## src/rtl/core/cpu_process_scheduler_unit_defines.svh

```systemverilog
// Assertion macros for the process scheduler RTL.
// Included by modules that carry concurrent checks; no other dependencies.
`ifndef CPU_PROCESS_SCHEDULER_UNIT_DEFINES_SVH
`define CPU_PROCESS_SCHEDULER_UNIT_DEFINES_SVH
`ifndef SYNTHESIS
`define CPS_ASSERT_ALWAYS(label, expr) \
    label: assert property (@(posedge i_clk) disable iff (!i_rst_n) (expr)) \
        else $error("check failed");
`define CPS_ASSERT_IMPLY(label, ante, cons) \
    label: assert property (@(posedge i_clk) disable iff (!i_rst_n) (ante) |-> (cons)) \
        else $error("check failed");
`else
`define CPS_ASSERT_ALWAYS(label, expr)
`define CPS_ASSERT_IMPLY(label, ante, cons)
`endif
`endif

```

## src/rtl/core/cps_pkg.sv

```systemverilog
// Shared types and codes for the process scheduler.
// No dependencies.
package cps_pkg;

    typedef enum logic [1:0] {
        MODE_FCFS = 2'd0,
        MODE_RR   = 2'd1,
        MODE_SPN  = 2'd2,
        MODE_HRRN = 2'd3
    } t_mode;

    localparam logic CMD_LOAD = 1'b0;
    localparam logic CMD_TICK = 1'b1;

    localparam logic CFG_MODE    = 1'b0;
    localparam logic CFG_QUANTUM = 1'b1;

    localparam logic [11:0] NOW_MAX   = 12'hFFF;
    localparam logic [7:0]  SLICE_MAX = 8'hFF;

    typedef struct packed {
        logic [7:0] arrival;
        logic [7:0] service;
        logic [7:0] used;
    } t_entry;

    typedef enum logic [2:0] {
        S_IDLE,
        S_SCAN,
        S_SEL,
        S_POP,
        S_RUN,
        S_WB,
        S_DONE
    } t_state;

endpackage

```

## src/rtl/core/cpu_process_scheduler_unit.sv

```systemverilog
// Process scheduler top level: slot table memory, scan sequencer, RR ready queue.
// Depends on cps_pkg and cpu_process_scheduler_unit_defines.svh.
//
// channel   dir  handshake                        payload
// s_axis    in   i_s_axis_tvalid/o_s_axis_tready  tuser command, tdata slot/arrival/service
// m_axis    out  o_m_axis_tvalid/i_m_axis_tready  tdata running_slot/idle/finished/all_done
// cfg       in   i_cfg_valid/o_cfg_ready          index 0 mode, 1 quantum
//
// A tick does one slot-table read per cycle during the scan, in RR mode one queue pop per
// cycle, then one read-modify-write of the running slot. No clearing pass after reset.
// Reset (i_rst_n low, synchronous) clears control state; table contents stay undefined.
// Results wait in an output register; the next word is accepted while one waits.
`include "cpu_process_scheduler_unit_defines.svh"

module cpu_process_scheduler_unit #(
    parameter int SLOTS = 8
) (
    input  logic        i_clk,
    input  logic        i_rst_n,
    input  logic        i_s_axis_tvalid,
    output logic        o_s_axis_tready,
    input  logic [23:0] i_s_axis_tdata,   // slot[2:0], arrival[10:3], service[18:11]
    input  logic [0:0]  i_s_axis_tuser,   // command[0]
    output logic        o_m_axis_tvalid,
    input  logic        i_m_axis_tready,
    output logic [7:0]  o_m_axis_tdata,   // running_slot[2:0], idle[3], finished[4], all_done[5]
    input  logic        i_cfg_valid,
    output logic        o_cfg_ready,
    input  logic        i_cfg_index,
    input  logic [7:0]  i_cfg_data
);

    localparam int SW = $clog2(SLOTS);
    localparam int CW = $clog2(SLOTS + 1);
    localparam int TW = CW + 1;

    cps_pkg::t_entry mem [SLOTS];
    cps_pkg::t_entry r_rd;
    logic            mem_we;
    logic [SW-1:0]   mem_wa;
    cps_pkg::t_entry mem_wd;
    logic [SW-1:0]   rd_addr;

    cps_pkg::t_state r_state, n_state;
    cps_pkg::t_mode  r_mode;
    logic [7:0]      r_quantum;
    logic [11:0]     r_now, n_now;
    logic [SW-1:0]   r_cur, n_cur;
    logic            r_busy, n_busy;
    logic [7:0]      r_slice, n_slice;
    logic [SLOTS-1:0] r_inc, n_inc;
    logic [SLOTS-1:0] r_elig, n_elig;
    logic [SLOTS-1:0] r_queued, n_queued;
    logic [SW-1:0]   r_fifo [SLOTS];
    logic [SW-1:0]   n_fifo [SLOTS];
    logic [SW-1:0]   r_head, n_head;
    logic [CW-1:0]   r_count, n_count;
    logic [CW-1:0]   r_cnt, n_cnt;
    logic            r_cur_ok, n_cur_ok;
    logic            r_have, n_have;
    logic [SW-1:0]   r_best, n_best;
    logic [7:0]      r_best_arr, n_best_arr;
    logic [7:0]      r_best_srv, n_best_srv;
    logic [2:0]      r_run, n_run;
    logic            r_idle, n_idle;
    logic            r_fin, n_fin;
    logic            r_ovalid, n_ovalid;
    logic [7:0]      r_odata, n_odata;

    logic            in_hs;
    logic [SW-1:0]   ld_slot;
    logic            ld_in_range;
    logic [SW-1:0]   p_idx;
    logic            p_elig;
    logic            better;
    logic [12:0]     ni, nb;
    logic [20:0]     prod_i, prod_b;
    logic            push_req;
    logic [SW-1:0]   push_slot;
    logic [TW-1:0]   tail_sum;
    logic [SW-1:0]   tail_idx;
    logic [SW-1:0]   pop_slot;
    logic [7:0]      q_eff;
    logic [7:0]      used1;
    logic            busy_eff;

    assign o_s_axis_tready = (r_state == cps_pkg::S_IDLE);
    assign o_cfg_ready     = 1'b1;
    assign o_m_axis_tvalid = r_ovalid;
    assign o_m_axis_tdata  = r_odata;

    assign in_hs       = i_s_axis_tvalid && o_s_axis_tready;
    assign ld_slot     = SW'(i_s_axis_tdata[2:0]);
    assign ld_in_range = (32'(i_s_axis_tdata[2:0]) < SLOTS);
    assign p_idx       = SW'(r_cnt - CW'(1));
    assign p_elig      = r_inc[p_idx] && ({4'b0, r_rd.arrival} <= r_now);
    assign q_eff       = (r_quantum == 8'd0) ? 8'd1 : r_quantum;
    assign busy_eff    = r_busy && r_cur_ok;
    assign used1       = r_rd.used + 8'd1;
    assign pop_slot    = r_fifo[r_head];

    // exact response-ratio compare by cross multiplication
    assign ni     = {1'b0, r_now - {4'b0, r_rd.arrival}} + {5'b0, r_rd.service};
    assign nb     = {1'b0, r_now - {4'b0, r_best_arr}} + {5'b0, r_best_srv};
    assign prod_i = 21'(ni) * 21'(r_best_srv);
    assign prod_b = 21'(nb) * 21'(r_rd.service);

    always_comb begin
        case (r_mode)
            cps_pkg::MODE_FCFS: better = r_rd.arrival < r_best_arr;
            cps_pkg::MODE_SPN:  better = r_rd.service < r_best_srv;
            default:            better = prod_i > prod_b;
        endcase
    end

    assign tail_sum = TW'(r_head) + TW'(r_count);
    assign tail_idx = (tail_sum >= TW'(SLOTS)) ? SW'(tail_sum - TW'(SLOTS)) : SW'(tail_sum);

    always_comb begin
        n_state    = r_state;
        n_now      = r_now;
        n_cur      = r_cur;
        n_busy     = r_busy;
        n_slice    = r_slice;
        n_inc      = r_inc;
        n_elig     = r_elig;
        n_queued   = r_queued;
        n_fifo     = r_fifo;
        n_head     = r_head;
        n_count    = r_count;
        n_cnt      = r_cnt;
        n_cur_ok   = r_cur_ok;
        n_have     = r_have;
        n_best     = r_best;
        n_best_arr = r_best_arr;
        n_best_srv = r_best_srv;
        n_run      = r_run;
        n_idle     = r_idle;
        n_fin      = r_fin;
        n_ovalid   = r_ovalid;
        n_odata    = r_odata;
        mem_we     = 1'b0;
        mem_wa     = r_cur;
        mem_wd     = r_rd;
        rd_addr    = r_cur;
        push_req   = 1'b0;
        push_slot  = r_cur;

        if (r_ovalid && i_m_axis_tready) begin
            n_ovalid = 1'b0;
        end

        unique case (r_state)
            cps_pkg::S_IDLE: begin
                if (in_hs) begin
                    n_run  = 3'd0;
                    n_idle = 1'b1;
                    n_fin  = 1'b0;
                    if (i_s_axis_tuser[0] == cps_pkg::CMD_LOAD) begin
                        if (ld_in_range) begin
                            mem_we = 1'b1;
                            mem_wa = ld_slot;
                            mem_wd = '{arrival: i_s_axis_tdata[10:3],
                                       service: i_s_axis_tdata[18:11],
                                       used: 8'd0};
                            n_inc[ld_slot] = (i_s_axis_tdata[18:11] != 8'd0);
                            if (r_busy && r_cur == ld_slot) begin
                                n_busy = 1'b0;
                            end
                        end
                        n_state = cps_pkg::S_DONE;
                    end else begin
                        n_cnt    = '0;
                        n_have   = 1'b0;
                        n_cur_ok = 1'b0;
                        n_elig   = '0;
                        n_state  = cps_pkg::S_SCAN;
                    end
                end
            end
            cps_pkg::S_SCAN: begin
                if (r_cnt < CW'(SLOTS)) begin
                    rd_addr = SW'(r_cnt);
                end
                if (r_cnt != '0 && p_elig) begin
                    n_elig[p_idx] = 1'b1;
                    if (p_idx == r_cur) begin
                        n_cur_ok = 1'b1;
                    end
                    if (r_mode == cps_pkg::MODE_RR) begin
                        if (!(r_busy && p_idx == r_cur)) begin
                            push_req  = 1'b1;
                            push_slot = p_idx;
                        end
                    end else if (!r_have || better) begin
                        n_have     = 1'b1;
                        n_best     = p_idx;
                        n_best_arr = r_rd.arrival;
                        n_best_srv = r_rd.service;
                    end
                end
                n_cnt = r_cnt + CW'(1);
                if (r_cnt == CW'(SLOTS)) begin
                    n_state = cps_pkg::S_SEL;
                end
            end
            cps_pkg::S_SEL: begin
                n_busy = busy_eff;
                if (r_mode == cps_pkg::MODE_RR) begin
                    if (busy_eff && r_slice >= q_eff) begin
                        push_req  = 1'b1;
                        push_slot = r_cur;
                        n_busy    = 1'b0;
                        n_state   = cps_pkg::S_POP;
                    end else if (busy_eff) begin
                        n_state = cps_pkg::S_RUN;
                    end else begin
                        n_state = cps_pkg::S_POP;
                    end
                end else begin
                    if (!busy_eff) begin
                        n_slice = 8'd0;
                        if (r_have) begin
                            n_cur  = r_best;
                            n_busy = 1'b1;
                        end
                    end
                    n_state = cps_pkg::S_RUN;
                end
            end
            cps_pkg::S_POP: begin
                if (r_count != '0) begin
                    n_head   = (32'(r_head) == SLOTS - 1) ? '0 : r_head + SW'(1);
                    n_count  = r_count - CW'(1);
                    n_queued[pop_slot] = 1'b0;
                    if (r_elig[pop_slot]) begin
                        n_cur   = pop_slot;
                        n_busy  = 1'b1;
                        n_slice = 8'd0;
                        n_state = cps_pkg::S_RUN;
                    end
                end else begin
                    n_state = cps_pkg::S_RUN;
                end
            end
            cps_pkg::S_RUN: begin
                rd_addr = r_cur;
                if (r_now != cps_pkg::NOW_MAX) begin
                    n_now = r_now + 12'd1;
                end
                n_state = r_busy ? cps_pkg::S_WB : cps_pkg::S_DONE;
            end
            cps_pkg::S_WB: begin
                mem_we = 1'b1;
                mem_wa = r_cur;
                mem_wd = '{arrival: r_rd.arrival, service: r_rd.service, used: used1};
                if (r_slice != cps_pkg::SLICE_MAX) begin
                    n_slice = r_slice + 8'd1;
                end
                n_run  = 3'(r_cur);
                n_idle = 1'b0;
                if (used1 >= r_rd.service) begin
                    n_fin        = 1'b1;
                    n_busy       = 1'b0;
                    n_inc[r_cur] = 1'b0;
                end
                n_state = cps_pkg::S_DONE;
            end
            cps_pkg::S_DONE: begin
                if (!r_ovalid || i_m_axis_tready) begin
                    n_ovalid = 1'b1;
                    n_odata  = {2'b00, ~|r_inc, r_fin, r_idle, r_run};
                    n_state  = cps_pkg::S_IDLE;
                end
            end
            default: n_state = cps_pkg::S_IDLE;
        endcase

        // duplicate and overflow pushes are dropped
        if (push_req && !r_queued[push_slot] && r_count < CW'(SLOTS)) begin
            n_fifo[tail_idx]    = push_slot;
            n_queued[push_slot] = 1'b1;
            n_count             = r_count + CW'(1);
        end
    end

    always_ff @(posedge i_clk) begin
        if (mem_we) begin
            mem[mem_wa] <= mem_wd;
        end
        r_rd <= mem[rd_addr];
    end

    always_ff @(posedge i_clk) begin
        if (!i_rst_n) begin
            r_state <= cps_pkg::S_IDLE;
        end else begin
            r_state <= n_state;
        end
    end

    always_ff @(posedge i_clk) begin
        if (!i_rst_n) begin
            r_mode    <= cps_pkg::MODE_FCFS;
            r_quantum <= 8'd1;
        end else if (i_cfg_valid && o_cfg_ready) begin
            if (i_cfg_index == cps_pkg::CFG_MODE) begin
                r_mode <= cps_pkg::t_mode'(i_cfg_data[1:0]);
            end else if (i_cfg_index == cps_pkg::CFG_QUANTUM) begin
                r_quantum <= i_cfg_data;
            end
        end
    end

    always_ff @(posedge i_clk) begin
        if (!i_rst_n) begin
            r_now    <= '0;
            r_cur    <= '0;
            r_busy   <= 1'b0;
            r_slice  <= '0;
            r_inc    <= '0;
            r_queued <= '0;
            r_head   <= '0;
            r_count  <= '0;
            r_ovalid <= 1'b0;
        end else begin
            r_now    <= n_now;
            r_cur    <= n_cur;
            r_busy   <= n_busy;
            r_slice  <= n_slice;
            r_inc    <= n_inc;
            r_queued <= n_queued;
            r_head   <= n_head;
            r_count  <= n_count;
            r_ovalid <= n_ovalid;
        end
    end

    always_ff @(posedge i_clk) begin
        r_fifo     <= n_fifo;
        r_elig     <= n_elig;
        r_cnt      <= n_cnt;
        r_cur_ok   <= n_cur_ok;
        r_have     <= n_have;
        r_best     <= n_best;
        r_best_arr <= n_best_arr;
        r_best_srv <= n_best_srv;
        r_run      <= n_run;
        r_idle     <= n_idle;
        r_fin      <= n_fin;
        r_odata    <= n_odata;
    end

    `CPS_ASSERT_ALWAYS(a_count_range, r_count <= CW'(SLOTS))
    `CPS_ASSERT_ALWAYS(a_marks_match_count, $countones(r_queued) == 32'(r_count))
    `CPS_ASSERT_IMPLY(a_busy_has_work, r_busy, r_inc[r_cur])
    `CPS_ASSERT_IMPLY(a_fin_not_idle, r_ovalid && r_odata[4], !r_odata[3])

endmodule

```

## config.mk

```make
export PLATFORM = sky130hd
export DESIGN_NAME = cpu_process_scheduler_unit
export DESIGN_NICKNAME = d
export VERILOG_FILES = /design/src/rtl/core/cps_pkg.sv /design/src/rtl/core/cpu_process_scheduler_unit.sv
export VERILOG_INCLUDE_DIRS = /design/src /design/src/rtl/core
export SDC_FILE = /design/constraint.sdc
export NUM_CORES = 1
export LEC_CHECK = 0
export BUFFER_PORTS_ARGS = -buffer_cell sky130_fd_sc_hd__buf_2
export CAP_MARGIN = 20
export CELL_PAD_IN_SITES_DETAIL_PLACEMENT = 0
export CELL_PAD_IN_SITES_GLOBAL_PLACEMENT = 1
export CORE_MARGIN = 1.5
export CORE_UTILIZATION = 52
export DETAILED_ROUTE_END_ITERATION = 7
export GPL_ROUTABILITY_DRIVEN = 0
export PLACE_DENSITY = 0.82
export SYNTH_ARGS = -nofsm -noshare
export SYNTH_HDL_FRONTEND = slang
export SYNTH_SLANG_ARGS = --single-unit
export TNS_END_PERCENT = 1
```

## constraint.sdc

```tcl
create_clock -name i_clk -period 10.6 [get_ports i_clk]
set_input_delay 1.59 -clock i_clk [delete_from_list [all_inputs] [get_ports i_clk]]
set_output_delay 1.59 -clock i_clk [all_outputs]
set_load 0.01 [all_outputs]
```

# After elaboration in Yosys (flattened, before gate mapping)
# Memories as Yosys holds them, arrays and structs flattened. A register that Yosys moved wholly into a read port is not among the register bits.
# Index checks and enable logic that the tools add are counted.
op_classes:
  n_addsub: 14
  n_mul: 2
  div: 0
  magnitude_cmp: 22
  n_eq_ne: 32
  shift: 0
  muxes: 120
  bitwise: 10
  n_reduce_logical: 54
op_table:
  columns: ["cell", "n"]
  rows:
  - ["$mux 8", 15]
  - ["$mux 3", 29]
  - ["$mux 24", 2]
  - ["$pmux 24 s2", 1]
  - ["$mul 13x8->21", 2]
  - ["$mux 1", 40]
  - ["$pmux 8 s2", 2]
  - ["$ne 2x2->1 const B", 14]
  - ["$add 12x8->13", 2]
  - ["$bwmux 24", 1]
  - ["$pmux 8 s3", 1]
  - ["$sub 12x8->12", 2]
  - ["$gt 21x21->1", 1]
  - ["$pmux 3 s7", 1]
  - ["$lt 3x4->1 const B", 5]
  - ["$mux 4", 5]
  - ["$reduce_and 6->1", 3]
  - ["$add 8x1->8 const B", 2]
  - ["$and 8x8->8", 2]
  - ["$ge 8x8->1", 2]
  - ["$logic_and 1x1->1", 16]
  - ["$lt 8x8->1", 2]
  - ["$not 8->8", 2]
  - ["$or 8x8->8", 2]
  - ["other kinds (50)", 100]
word_totals:
  register_bits: 129
  latchBits: 0
  ramBits: 192
  rom_bits: 0
  inputBits: 39
  out_inout_bits: 11
  elab_cells: 286
  n_memories: 1
mem_list:
  columns: ["memory", "words", "width", "read_ports", "rd_ports_with_merged_regs", "wr", "line", "source"]
  rows:
  - ["mem", 8, 24, 1, 1, 1, "cpu_process_scheduler_unit.sv:37", "cps_pkg::t_entry mem [SLOTS];"]

# Logic depth before layout (Yosys ltp)
logic_depth:
  ltp_word: 14
  depth_mapped: 42
  ltp_nobuf: 42

# Worst setup path after synthesis
# No wires, ideal clock.
synth_timing:
  path_type: "register to register"
  startpoint: "reg r_now[1]"
  endpoint: "reg r_best[0] (enable)"
  setup_ps: 395
  arrival_ps: 8896
  required_time_ps: 10205
  setup_slack_ps: 1310
  path_stages_with_launch: 38
  path_buffers: 1
  period_less_slack_ps: 9290
  path_cell_list: "dfxtp_1 ha_1 nor2b_1 o21ai_0 a21boi_0 o21a_1 o21a_1 o21ai_0 nor2b_1 xnor2_1 ha_1 o21ai_0 nand2_1 or3b_2 clkbuf_1 xor2_1 and2_1 fa_1 (+2 left out) inv_1 fa_1 inv_1 ha_1 and4_1 a22o_1 o21ai_0 o21ba_2 xor2_1 ha_1 nand4_1 or2_2 nor2_1 o21ai_0 a221o_1 a31oi_1 o22ai_1 nor2_1"
synth_via:
  elab_chain_len: 7
  word_cells_on_any_way: 13
  classes_between: "4 x add/sub; 2 x mul; 2 x order compare; 1 x mux; 4 x reduce/logical"
synth_rtl:
  columns: ["element", "line", "source"]
  rows:
  - ["from (decl)", "cpu_process_scheduler_unit.sv:47", "logic [11:0] r_now, n_now;"]
  - ["from (signal assigned)", "cpu_process_scheduler_unit.sv:327", "r_now <= n_now;"]
  - ["$sub 12x8->12 (on tied branches)", "cpu_process_scheduler_unit.sv:103, cpu_process_scheduler_unit.sv:104", null]
  - ["$add 12x8->13 (on tied branches)", "cpu_process_scheduler_unit.sv:103, cpu_process_scheduler_unit.sv:104", null]
  - ["$mul 13x8->21 (on tied branches)", "cpu_process_scheduler_unit.sv:105, cpu_process_scheduler_unit.sv:106", null]
  - ["$gt 21x21->1", "cpu_process_scheduler_unit.sv:112", "default: better = prod_i > prod_b;"]
  - ["$pmux 1 s2", "cpu_process_scheduler_unit.sv:109", "case (r_mode)"]
  - ["$logic_or 1x1->1", "cpu_process_scheduler_unit.sv:195", "end else if (!r_have || better) begin"]
  - ["$reduce_and 4->1 (no line) *", null, null]
  - ["to (signal assigned)", "cpu_process_scheduler_unit.sv:345", "r_best <= n_best;"]
  - ["to (decl)", "cpu_process_scheduler_unit.sv:61", "logic [SW-1:0] r_best, n_best;"]
# Every way passes the cells marked *; elsewhere a longest branch is shown, timed or not.
# A chain may end at the register's enable or synchronous reset.

# Final worst setup path
layout_timing:
  startpoint: "reg r_now[0]"
  endpoint: "reg r_best_srv[4] (enable)"
layout_via:
  elab_chain_len: 7
  word_cells_on_any_way: 13
  classes_between: "4 x add/sub; 2 x mul; 2 x order compare; 1 x mux; 4 x reduce/logical"
layout_rtl:
  columns: ["element", "line", "source"]
  rows:
  - ["$sub 12x8->12 (on tied branches)", "cpu_process_scheduler_unit.sv:103, cpu_process_scheduler_unit.sv:104", null]
  - ["$add 12x8->13 (on tied branches)", "cpu_process_scheduler_unit.sv:103, cpu_process_scheduler_unit.sv:104", null]
  - ["$mul 13x8->21 (on tied branches)", "cpu_process_scheduler_unit.sv:105, cpu_process_scheduler_unit.sv:106", null]
  - ["$gt 21x21->1", "cpu_process_scheduler_unit.sv:112", null]
  - ["$pmux 1 s2", "cpu_process_scheduler_unit.sv:109", null]
  - ["$logic_or 1x1->1", "cpu_process_scheduler_unit.sv:195", null]
  - ["$reduce_and 4->1 (no line) *", null, null]
  - ["to (signal assigned)", "cpu_process_scheduler_unit.sv:347", "r_best_srv <= n_best_srv;"]
  - ["to (decl)", "cpu_process_scheduler_unit.sv:63", "logic [7:0] r_best_srv, n_best_srv;"]
# Marked as above.

==> results.json <==
{
  "wire_length_of_the_first_global_routing_pass_um": 86800,
  "number_of_antenna_cells_inserted": 0,
  "cts_root_cell": "clkbuf_16",
  "hold_class": "register to register",
  "yosys.cell_types.count": 82,
  "post-synth-top-area-fraction": 0.331,
  "areaGrowthSynthToFinish_pct": 9.54,
  "status": "finished clean",
  "reg2reg_depth": 37,
  "yosys_most_used_dff": "edfxtp_1",
  "ys.warnings.count": 0,
  "crit-reg2reg-launch": "r_now[0]$_SDFFE_PN0P_",
  "htree_num_levels": 2,
  "width_of_the_die_um": 216,
  "count_of_flip_flops_with_a_built_in_enable_after_synthesis": 260,
  "clk_pin_slew_worst_paths_ns": 0.07,
  "setup_violations": 0,
  "cp_top_family": "compound AO/OA/AOI/OAI gates",
  "achievable-frequency_mhz": 99.4,
  "rows": 77,
  "core_region_area_um2": 44400,
  "drtPass1Iterations": 7,
  "async_set_reset_flop_share_out_of_synthesis": 0,
  "synth_seq_cells": 345,
  "worst_slew_margin_rel": 0.330,
  "syn_avg_cell_area_um2": 11.2,
  "vias_per_cell": 5.72,
  "critPathLaunchType": "register",
  "totalWireLength_um": 53400,
  "period_share": 0.950,
  "dp_hpwl_um": 37900,
  "post_synth_instance_area_um2": 23600,
  "cts_tree": "built",
  "drc": 0,
  "wire_per_inst_um": 19.4,
  "crit_required_ns": 10.85,
  "timing.critical_path.slowest_cell_delay_ns": 0.59,
  "detailroute.via_count": 15700,
  "fin_crit_ns": 10.07,
  "antenna_found_initial": 1,
  "finalNetCount": 2488,
  "synth.top_cells.by_area": "edfxtp_1, fa_1, ha_1",
  "die_area_um2": 46600,
  "cts_inserted_buffers": 35,
  "critical_path.endpoint_type": "register",
  "worst_slew_pin_slew_ns": 1.00,
  "critPathKind": "register to register",
  "startpoint_of_the_worst_setup_timing_path": "r_now[0]$_SDFFE_PN0P_",
  "drt_iter0_drc": 1102,
  "totalNegativeSetupSlack_ns": 0,
  "initial_core_util": 0.530,
  "cts.sinks": 345,
  "grt_overflow": 0,
  "clock_insertion_delay_at_the_later_pin_of_the_skew_report_ns": 0.55,
  "rsz0062_at_grt": "false",
  "drv_cap": 0,
  "crit-reg2reg-capture": "r_best_srv[4]$_DFFE_PP_",
  "drive_above_1_share": 0.112,
  "synth_area_leader_cell": "edfxtp_1",
  "cts_buffer_depth": 3,
  "port_buffers": 41,
  "cts_hold_repair.buffers": 0,
  "crit_path_max_fanout": 16,
  "boundaryPins": 50,
  "cells_after_synthesis": 2099,
  "track_usage": 0.235,
  "worstSetupPathDepth": 37,
  "critical_path_buf_inv_count": 5,
  "r2r_setup_slack_ns": 0.53,
  "detail-route-antenna-nets": 0,
  "die_span_in_y_um": 216,
  "crit_path_top_delay_cell": "a2111oi_0",
  "finalMaxSlewViolations": 0,
  "seq_area_frac_synth": 0.404,
  "pin_count_of_the_biggest_net_entering_global_routing": 61,
  "fin_skew_ns": 0.0398,
  "worstPathArrival_ns": 10.32,
  "timing_hold_violations_final": 0,
  "path_common_cell": "fa_1",
  "number_of_global_route_vias_before_repair": 16300,
  "critPathCapture": "r_best_srv[4]$_DFFE_PP_"
}
==> cells by family after synthesis <==
| logic type | synth area share |
|---|---|
| adder cells (fa/ha/maj) | 0.211 |
| XOR/XNOR | 0.0364 |
| other | 0.000319 |
| AO/OA/AOI/OAI | 0.0883 |
| buffers and inverters | 0.0507 |
| multiplexers | 0.0745 |
| AND/OR/NAND/NOR | 0.135 |
| flip-flops | 0.404 |
==> cells in the mapped netlist, drive strengths merged (28+ instances only) <==
cell      n
clkbuf   55
nand2   149
nand2b   28
xor2     35
mux4     55
and2    148
inv     238
nor2b    29
nand3    44
a21oi    70
ha      177
edfxtp  260
fa      138
dfxtp    85
a21o     39
o21ai    84
nor2     95
xnor2    62
==> worst reg2reg max path, delay by kind of cell (launching register included) <==
family,cells,cell delay [ns]
xor+xnor,3,0.85
buf+inv,5,0.50
fa+ha+maj,8,3.11
compound gates,14,3.53
flops,1,0.33
simple gates,7,1.44
==> through the flow <==
step	std cells	cell area [um2]	setup slack (ns)	hold slack (ns)	util
after floorplan	2100	23600	1.31	0.400	-
after global placement	2689	24500	0.787	0.408	0.552
after detailed placement	2689	24500	0.584	0.407	0.552
after CTS	2753	25800	0.532	0.421	0.581
after global routing	2753	25800	0.00270	0.430	0.581
final	2753	25800	0.535	0.429	0.581
==> flip-flops by register name, indices dropped and copies added (netlist names), 3 cells and up <==
name,flops
r_cnt,4
r_best_arr,8
r_now,12
r_run,3
r_fifo,24
r_state,3
r_best,3
r_head,3
r_slice,8
r_queued,8
o_m_axis_tdata,6
r_elig,8
mem,192
r_best_srv,8
r_inc,8
r_count,4
r_rd,24
r_quantum,8
r_cur,3
==> final cells by class <==
type,count,area (um2)
Clock inverter,16,297
Timing Repair Buffer,70,423
Fill cell,3649,18600
Clock buffer,48,995
Inverter,238,893
Multi-Input combinational cell,1444,12900
Sequential cell,345,9510
Tap cell,592,741
==> timing repair <==
item | CTS | global route
gates resized for setup | 0 | 2
buffers inserted | 0 | 0
endpoints found under the setup margin | 0 | 16
==> worst min-delay path by stage <==
stage | startpoint | to | slack (ns) | depth (start not counted)
final | r_run[1]$_SDFFCE_PN0P_ | o_m_axis_tdata[1]$_DFFE_PP_ | 0.43 | 0
after global routing | r_run[0]$_SDFFCE_PN0P_ | o_m_axis_tdata[0]$_DFFE_PP_ | 0.43 | 0
after CTS | r_run[0]$_SDFFCE_PN0P_ | o_m_axis_tdata[0]$_DFFE_PP_ | 0.42 | 0
after detailed placement | r_run[1]$_SDFFCE_PN0P_ | o_m_axis_tdata[1]$_DFFE_PP_ | 0.41 | 0
after global placement | r_run[2]$_SDFFCE_PN0P_ | o_m_axis_tdata[2]$_DFFE_PP_ | 0.41 | 0
after floorplan | r_run[0]$_SDFFCE_PN0P_ | o_m_axis_tdata[0]$_DFFE_PP_ | 0.40 | 0
==> metal layers <==
| layer | vias to the layer above | part of all wire | global-route usage |
|---|---|---|---|
| met5 | - | 0 | 0 |
| met4 | 0 | 0.022 | 0.0669 |
| met3 | 80 | 0.039 | 0.0207 |
| met2 | 379 | 0.50 | 0.411 |
| met1 | 7871 | 0.44 | 0.314 |
| li1 | 7415 | - | - |
==> placed cells by master, fill, tap and decap left out, drive strengths merged, types with 55 or more instances in the layout <==
cell	count
and2	148
mux4	55
buf	70
edfxtp	260
dfxtp	85
inv	239
ha	177
fa	138
nor2	95
xnor2	62
a21oi	70
nand2	149
o21ai	84
Power is left out: the tool's default activity adds up to more than one toggle a clock period on the data nets, which glitch-free logic cannot reach.
